### src/sv/lut_piecewise_linear_interp_core_macros.svh
// Assertion macros for the interpolation core's RTL files; lpi_ctrl uses them.
// Needs clk and rst_n in the scope where a macro is used.
`ifndef LUT_PIECEWISE_LINEAR_INTERP_CORE_MACROS_SVH
`define LUT_PIECEWISE_LINEAR_INTERP_CORE_MACROS_SVH

// Same-cycle implication, checked outside reset.
`define LPI_ASSERT_IMP(lbl, ante, cons, msg) \
  lbl: assert property (@(posedge clk) disable iff (!rst_n) (ante) |-> (cons)) \
    else $error(msg);

// Next-cycle implication, checked outside reset.
`define LPI_ASSERT_NXT(lbl, ante, cons, msg) \
  lbl: assert property (@(posedge clk) disable iff (!rst_n) (ante) |=> (cons)) \
    else $error(msg);

`endif

### src/sv/lpi_pkg.sv
// Types, codes and constants for the piecewise-linear interpolation core.
// No dependencies.
package lpi_pkg;

  localparam int WORD_BITS = 16;
  localparam int IDX_W     = 8;
  localparam int CFG_N_W   = 9;
  localparam int PROD_W    = 2 * WORD_BITS;
  localparam int SUM_W     = PROD_W + 2;
  localparam int RES_W     = 18;
  localparam int STAT_W    = 2;
  localparam int RES_MAX   = 131071;
  localparam int RES_MIN   = -131072;
  localparam int N_MIN     = 4;
  localparam int TABLE_DEPTH_DEF = 256;
  localparam int N_RESET   = 256;

  // register map, selected by paddr[2]
  localparam logic REG_ENTRIES = 1'b0;
  localparam logic REG_DESC    = 1'b1;

  localparam logic REQ_WRITE  = 1'b0;
  localparam logic REQ_LOOKUP = 1'b1;

  localparam logic DIR_FWD = 1'b0;
  localparam logic DIR_INV = 1'b1;

  typedef enum logic [1:0] {
    STAT_OK          = 2'd0,
    STAT_BEFORE_HEAD = 2'd1,
    STAT_SATURATED   = 2'd2
  } status_t;

  typedef enum logic [2:0] {
    S_IDLE,
    S_SCAN,
    S_MUL,
    S_DIV,
    S_FIN
  } state_t;

  typedef struct packed {
    logic wr_en;     // write request accepted
    logic start;     // lookup request accepted
    logic scan;
    logic seg_cap;
    logic err_set;
    logic mul_load;
    logic div_step;
    logic out_load;
  } dp_cmd_t;

  typedef struct packed {
    logic scan_vld;
    logic scan_stop;
    logic scan_first;
    logic scan_last;
    logic seg_equal;
    logic div_last;
    logic out_free;
  } dp_stat_t;

endpackage

### src/sv/lpi_ctrl.sv
// Sequencer of the interpolation core: search, multiply, divide, deliver.
// Depends on lpi_pkg and the assertion macro header.
`include "lut_piecewise_linear_interp_core_macros.svh"

module lpi_ctrl
  import lpi_pkg::*;
(
  input  logic     clk,
  input  logic     rst_n,
  input  logic     in_tvalid,
  input  logic     req_type,
  output logic     in_tready,
  input  dp_stat_t stat,
  output dp_cmd_t  cmd
);

  state_t state_r, state_nxt;

  always_ff @(posedge clk) begin
    if (!rst_n) begin
      state_r <= S_IDLE;
    end else begin
      state_r <= state_nxt;
    end
  end

  always_comb begin
    state_nxt = state_r;
    unique case (state_r)
      S_IDLE: begin
        if (in_tvalid && req_type == REQ_LOOKUP) begin
          state_nxt = S_SCAN;
        end
      end
      S_SCAN: begin
        if (stat.scan_vld) begin
          if (stat.scan_stop && stat.scan_first) begin
            state_nxt = S_FIN;
          end else if (stat.scan_stop || stat.scan_last) begin
            state_nxt = S_MUL;
          end
        end
      end
      S_MUL: begin
        state_nxt = stat.seg_equal ? S_FIN : S_DIV;
      end
      S_DIV: begin
        if (stat.div_last) begin
          state_nxt = S_FIN;
        end
      end
      S_FIN: begin
        if (stat.out_free) begin
          state_nxt = S_IDLE;
        end
      end
      default: state_nxt = S_IDLE;
    endcase
  end

  always_comb begin
    cmd       = '0;
    in_tready = 1'b0;
    unique case (state_r)
      S_IDLE: begin
        in_tready   = 1'b1;
        cmd.wr_en   = in_tvalid && req_type == REQ_WRITE;
        cmd.start   = in_tvalid && req_type == REQ_LOOKUP;
      end
      S_SCAN: begin
        cmd.scan    = 1'b1;
        cmd.err_set = stat.scan_vld && stat.scan_stop && stat.scan_first;
        cmd.seg_cap = stat.scan_vld && !stat.scan_first &&
                      (stat.scan_stop || stat.scan_last);
      end
      S_MUL: begin
        cmd.mul_load = 1'b1;
      end
      S_DIV: begin
        cmd.div_step = 1'b1;
      end
      S_FIN: begin
        cmd.out_load = stat.out_free;
      end
      default: ;
    endcase
  end

  `LPI_ASSERT_IMP(a_load_free, cmd.out_load, stat.out_free, "result loaded into a full slot")
  `LPI_ASSERT_IMP(a_cap_excl, cmd.seg_cap, !cmd.err_set, "segment capture on an error")
  `LPI_ASSERT_NXT(a_start_scan, cmd.start, state_r == S_SCAN, "lookup did not enter search")
  `LPI_ASSERT_NXT(a_div_exit, state_r == S_DIV, state_r == S_DIV || state_r == S_FIN, "divide left early")

endmodule

### config.mk
export PLATFORM = sky130hd
export DESIGN_NAME = lpi_ctrl
export DESIGN_NICKNAME = d
export VERILOG_FILES = /design/src/sv/lpi_pkg.sv /design/src/sv/lpi_ctrl.sv
export VERILOG_INCLUDE_DIRS = /design/src /design/src/sv
export SDC_FILE = /design/constraint.sdc
export NUM_CORES = 1
export LEC_CHECK = 0
export ABC_AREA = 1
export BUFFER_PORTS_ARGS = -buffer_cell sky130_fd_sc_hd__buf_4
export CAP_MARGIN = 20
export CORE_AREA = 2 2 39 41
export DETAILED_ROUTE_END_ITERATION = 8
export DIE_AREA = 0 0 41 43
export PLACE_DENSITY = 0.52
export SKIP_LAST_GASP = 1
export SLEW_MARGIN = 0
export SYNTH_ARGS = -nofsm -noshare
export SYNTH_HDL_FRONTEND = slang
export SYNTH_SLANG_ARGS = --single-unit
export TNS_END_PERCENT = 100
### constraint.sdc
create_clock -name clk -period 0.9 [get_ports clk]
set_input_delay 0.18 -clock clk [delete_from_list [all_inputs] [get_ports clk]]
set_output_delay 0.18 -clock clk [all_outputs]
set_load 0.01 [all_outputs]
* Word level (Yosys, flattened, before mapping)
Index checks and enable logic that the tools add are counted.
** Operators by class
- Equality and inequality tests :: 9
- Mux-type cells :: 14
- Bitwise operators :: 1
- Reduce and logical (&&, ||, !) cells :: 11
** Operator list (number)
- two-way mux 3 bit :: 8
- one-hot mux 3 bit (5 select lines) :: 1
- inequality test 2 bit, second input constant :: 4
- logical AND 1 bit :: 7
- == test 3 x 2 -> 1 bit, second input constant :: 2
- AND reduction 5 bit :: 1
- two-way mux 1 bit :: 4
- == test 3 x 1 -> 1 bit, second input constant :: 1
- == test 3 bit, second input constant :: 1
- zero test 3 bit :: 1
- inequality test 3 bit, second input constant :: 1
- two-way mux 2 bit :: 1
- zero test 1 bit :: 1
- logical OR 1 bit :: 1
- inverter 1 bit :: 1
** Word-level totals
- Register bits :: 3
- Input port bits :: 11
- Logic and storage cells :: 36

* Logic depth before layout (Yosys ltp)
- Depth in word-level cells :: 5
- Depth in mapped cells :: 8
- Mapped depth without buffers :: 8

* Worst setup path after synthesis
No wires, ideal clock.
- Path type :: register -> output
- From :: reg state_r[0]
- To :: out cmd[7] in the netlist's numbering
- Data arrival time :: 0.963 ns
- Setup slack :: -0.243 ns
- Cell stages (with the launch flop) :: 6
- Buffers on the path :: 0
- Path through :: dfxtp_1 > nor2_2 > nand2_1 > inv_1 > nand2_1 > nor2_1
** RTL lines
- start: declaration :: RTL line lpi_ctrl.sv:17 : state_t state_r, state_nxt;
- start signal: assignment :: RTL line lpi_ctrl.sv:23 : state_r <= state_nxt;
- end: declaration :: RTL line lpi_ctrl.sv:14 : output dp_cmd_t cmd

==> key figures <==
Global route
  – Largest net degree at the start of global routing: 7
  – Vias in the first global route: 477
  – Initial antenna violation count: 0
  – GRT Total Usage: 13.6%
  – First-pass GRT wire length: 1730 um
  – Total grt overflow: 0

Critical path
  – Crit path cell chain: nor2_4 > nand2_2 > inv_2 > nand2_2 > nor2_2 > buf_4
  – CP Capture Type: output port
  – Worst r2r src: state_r[1]$_SDFFE_PN0P_
  – CP most frequent cell: nand2_2
  – Buf/Inv on CP: 2
  – Worst Setup SP: state_r[1]$_SDFFE_PN0P_
  – Startpoint Class: flip-flop
  – Crit Path Category: reg2out
  – Critical Path RT: 0.72 ns
  – Cell family with the largest share of critical-path delay: flip-flops
  – Arrival @ worst endpoint: 1.09 ns
  – Slowest-stage cell, CP: dfxtp_4
  – Crit-path max FO: 3
  – CP max stage delay: 0.36 ns

Placement
  – Placed Instances: 101
  – Placer congestion estimate: 0.699
  – HPWL after DPL: 726 um
  – DP Area: 581 um2
  – IO Port Bufs: 19

Floorplanning
  – CORE AREA: 1380 um2
  – I/O pins: 20
  – Total die area: 1760 um2
  – Initial Utilization: 23.9%
  – Num rows: 14
  – Die Ht: 43 um
  – Die W: 41 um

Layout
  – Core Util, Final: 58.4%
  – Post-Layout Cell Count: 122
  – Share of cells above drive strength 1: 67.9%
  – Diode count: 0
  – Number of flip-flops in the largest register: 3
  – Nets@finish: 118
  – Biggest regs: state_r: 3 flops
  – Layout Cell Area excl Fill: 808 um2
  – Biggest register: state_r
  – Layout overhead on the synthesized area: 145%

Logic synthesis
  – Yosys cell types: 16
  – Netlist Area Pre-Place: 330 um2
  – Register area share after synthesis: 18.2%
  – Syn Area/Cell: 5.42 um2
  – FF+latch count, synth: 3
  – Synth top area cells: dfxtp_1, inv_1, nor2_1
  – Leading area contributor after synthesis: dfxtp_1
  – Share of the synthesized area in the top cell type: 18.2%
  – Syn Inst Count: 61
  – Syn_nets: 72
  – Ys Warns: 0

CTS
  – Total clock sinks: 3
  – Clock root cell: clkbuf_4
  – CTS tree: done
  – CTS Buffer Depth: 2
  – Clock buffer count from CTS: 3
  – # hold bufs at CTS: 0
  – CTS H-Tree Depth: 1
  – Clk Latency, worst-skew pair: 0.23 ns
  – Clock-pin slew on the worst setup and hold paths: 0.03 ns

Pwr
  – Pleak: 0.440 nW
  – Clock power share: 9.5%
  – Switching part of the total: 43.2%
  – Power Density: 3060 nW/um2
  – Internal: 1.40 mW
  – Combinational share of power: 77.5%
  – Sw Pwr: 1.07 mW
  – Max VDD drop: 0.00144 V
  – Sequential power share: 13.0%
  – Final Power: 2.47 mW

Timing
  – Final period util: 141%
  – RSZ-0062 raised after global routing: yes
  – Setup Skew: 0.00412 ns
  – Fin. max-slew vios: 0
  – Fmax: 0.788 GHz
  – Worst slew pin tran: 0.278 ns
  – Slew HR: 81.4%
  – PnR worst setup slack: -0.369 ns
  – Final Critical Period: 1.27 ns
  – Final setup vio count: 12
  – Final Hold Vio Count: 0
  – Setup tns final: -3.62 ns

Route
  – Detailed Route Iter0 Violations: 5
  – Drt via density: 4.38
  – Wirelength per Cell: 9.82 um
  – Drt first pass iters: 2
  – Drc violations: 0
  – DRT Wirelength: 1200 um
  – Antenna viol nets, final: 0
  – Routed via count: 534

Worst hold path
  – Hold Path Class: in2reg
  – Startpoint of the worst hold path: rst_n

Run status
  – Run status: finished, violations left
  – Failing checks: negative setup slack

Flow run
  – Max Cap Viol: 0
[synthesized netlist by cell type, drive strengths merged]
library cell  count
nand3b            1
inv              14
nand2            13
nor3              2
o21ai             2
nand3             8
nor4              1
nor2             16
a21oi             1
dfxtp             3
[logic make-up (layout without fill, tap and decap cells)]
logic type / after synthesis / in the layout / share of synthesized area [%]
DFF: 3 / 3 / 18.2
buffers and inverters: 14 / 59 / 15.9
and+or+nand+nor: 41 / 41 / 61.4
AOI/OAI and AO/OA: 3 / 3 / 4.54
[placed cells by master (no fill, tap or decap), drive strengths merged]
cell type  synthesis  routed
a21oi              1       1
buf                0      41
clkbuf             0       4
dfxtp              3       3
inv               14      14
nand2             13      13
nand3              8       8
nand3b             1       1
nor2              16      16
nor3               2       2
nor4               1       1
o21ai              2       2
[area by class of cell]
| cell class | count | area, um2 |
|---|---|---|
| clock buffer | 4 | 26.3 |
| sequential | 3 | 71.3 |
| inverter | 14 | 57.6 |
| tap | 16 | 20.0 |
| multi-input combinational | 44 | 303 |
| timing repair buffer | 41 | 330 |
| fill | 133 | 576 |
[metal layers]
layer | GRT usage, % | share of wire [%] | vias up
li1 | - | - | 277
met1 | 15.4 | 36 | 244
met2 | 23.4 | 57 | 11
met3 | 4.19 | 5.3 | 2
met4 | 3.33 | 0.83 | 0
met5 | 0 | 0 | -
[what timing repair did]
action,4_1_cts,5_1_grt
resized for setup,13,9
pin swaps,4,9
buffers inserted,11,6
setup endpoints to repair,12,12
[power by group through the flow]
| stage | logic [mW] | clock network (mW) | registers [mW] |
|---|---|---|---|
| after global routing | 2.08 | 0.255 | 0.329 |
| final | 1.92 | 0.234 | 0.322 |
| after CTS | 1.58 | 0.244 | 0.324 |
| after global placement | 1.16 | 0 | 0.338 |
| after floorplan | 0.768 | 0 | 0.330 |
| after detailed placement | 1.15 | 0 | 0.336 |
[final timing paths]
kind,endpoint,slack [ns],cells after the start
worst min register to register,state_r[0]$_SDFFE_PN0P_,0.70,3
worst min-delay path,state_r[1]$_SDFFE_PN0P_,0.19,3
worst max-delay path,cmd[7],-0.37,6
worst max register to register,state_r[0]$_SDFFE_PN0P_,-0.35,9
[through the flow]
stage / hold WS [ns] / setup slack [ns]
6_report: 0.191 / -0.369
2_1_floorplan: 0.282 / -0.115
3_5_place_dp: 0.421 / -0.180
3_3_place_gp: 0.419 / -0.179
5_1_grt: 0.200 / -0.450
4_1_cts: 0.176 / -0.379
[tightest hold or removal path, delay by kind of cell]
family,cells,cell delay [ns]
buf+inv,1,0.09
simple gates,2,0.11
(Power assumes the default switching activity.)
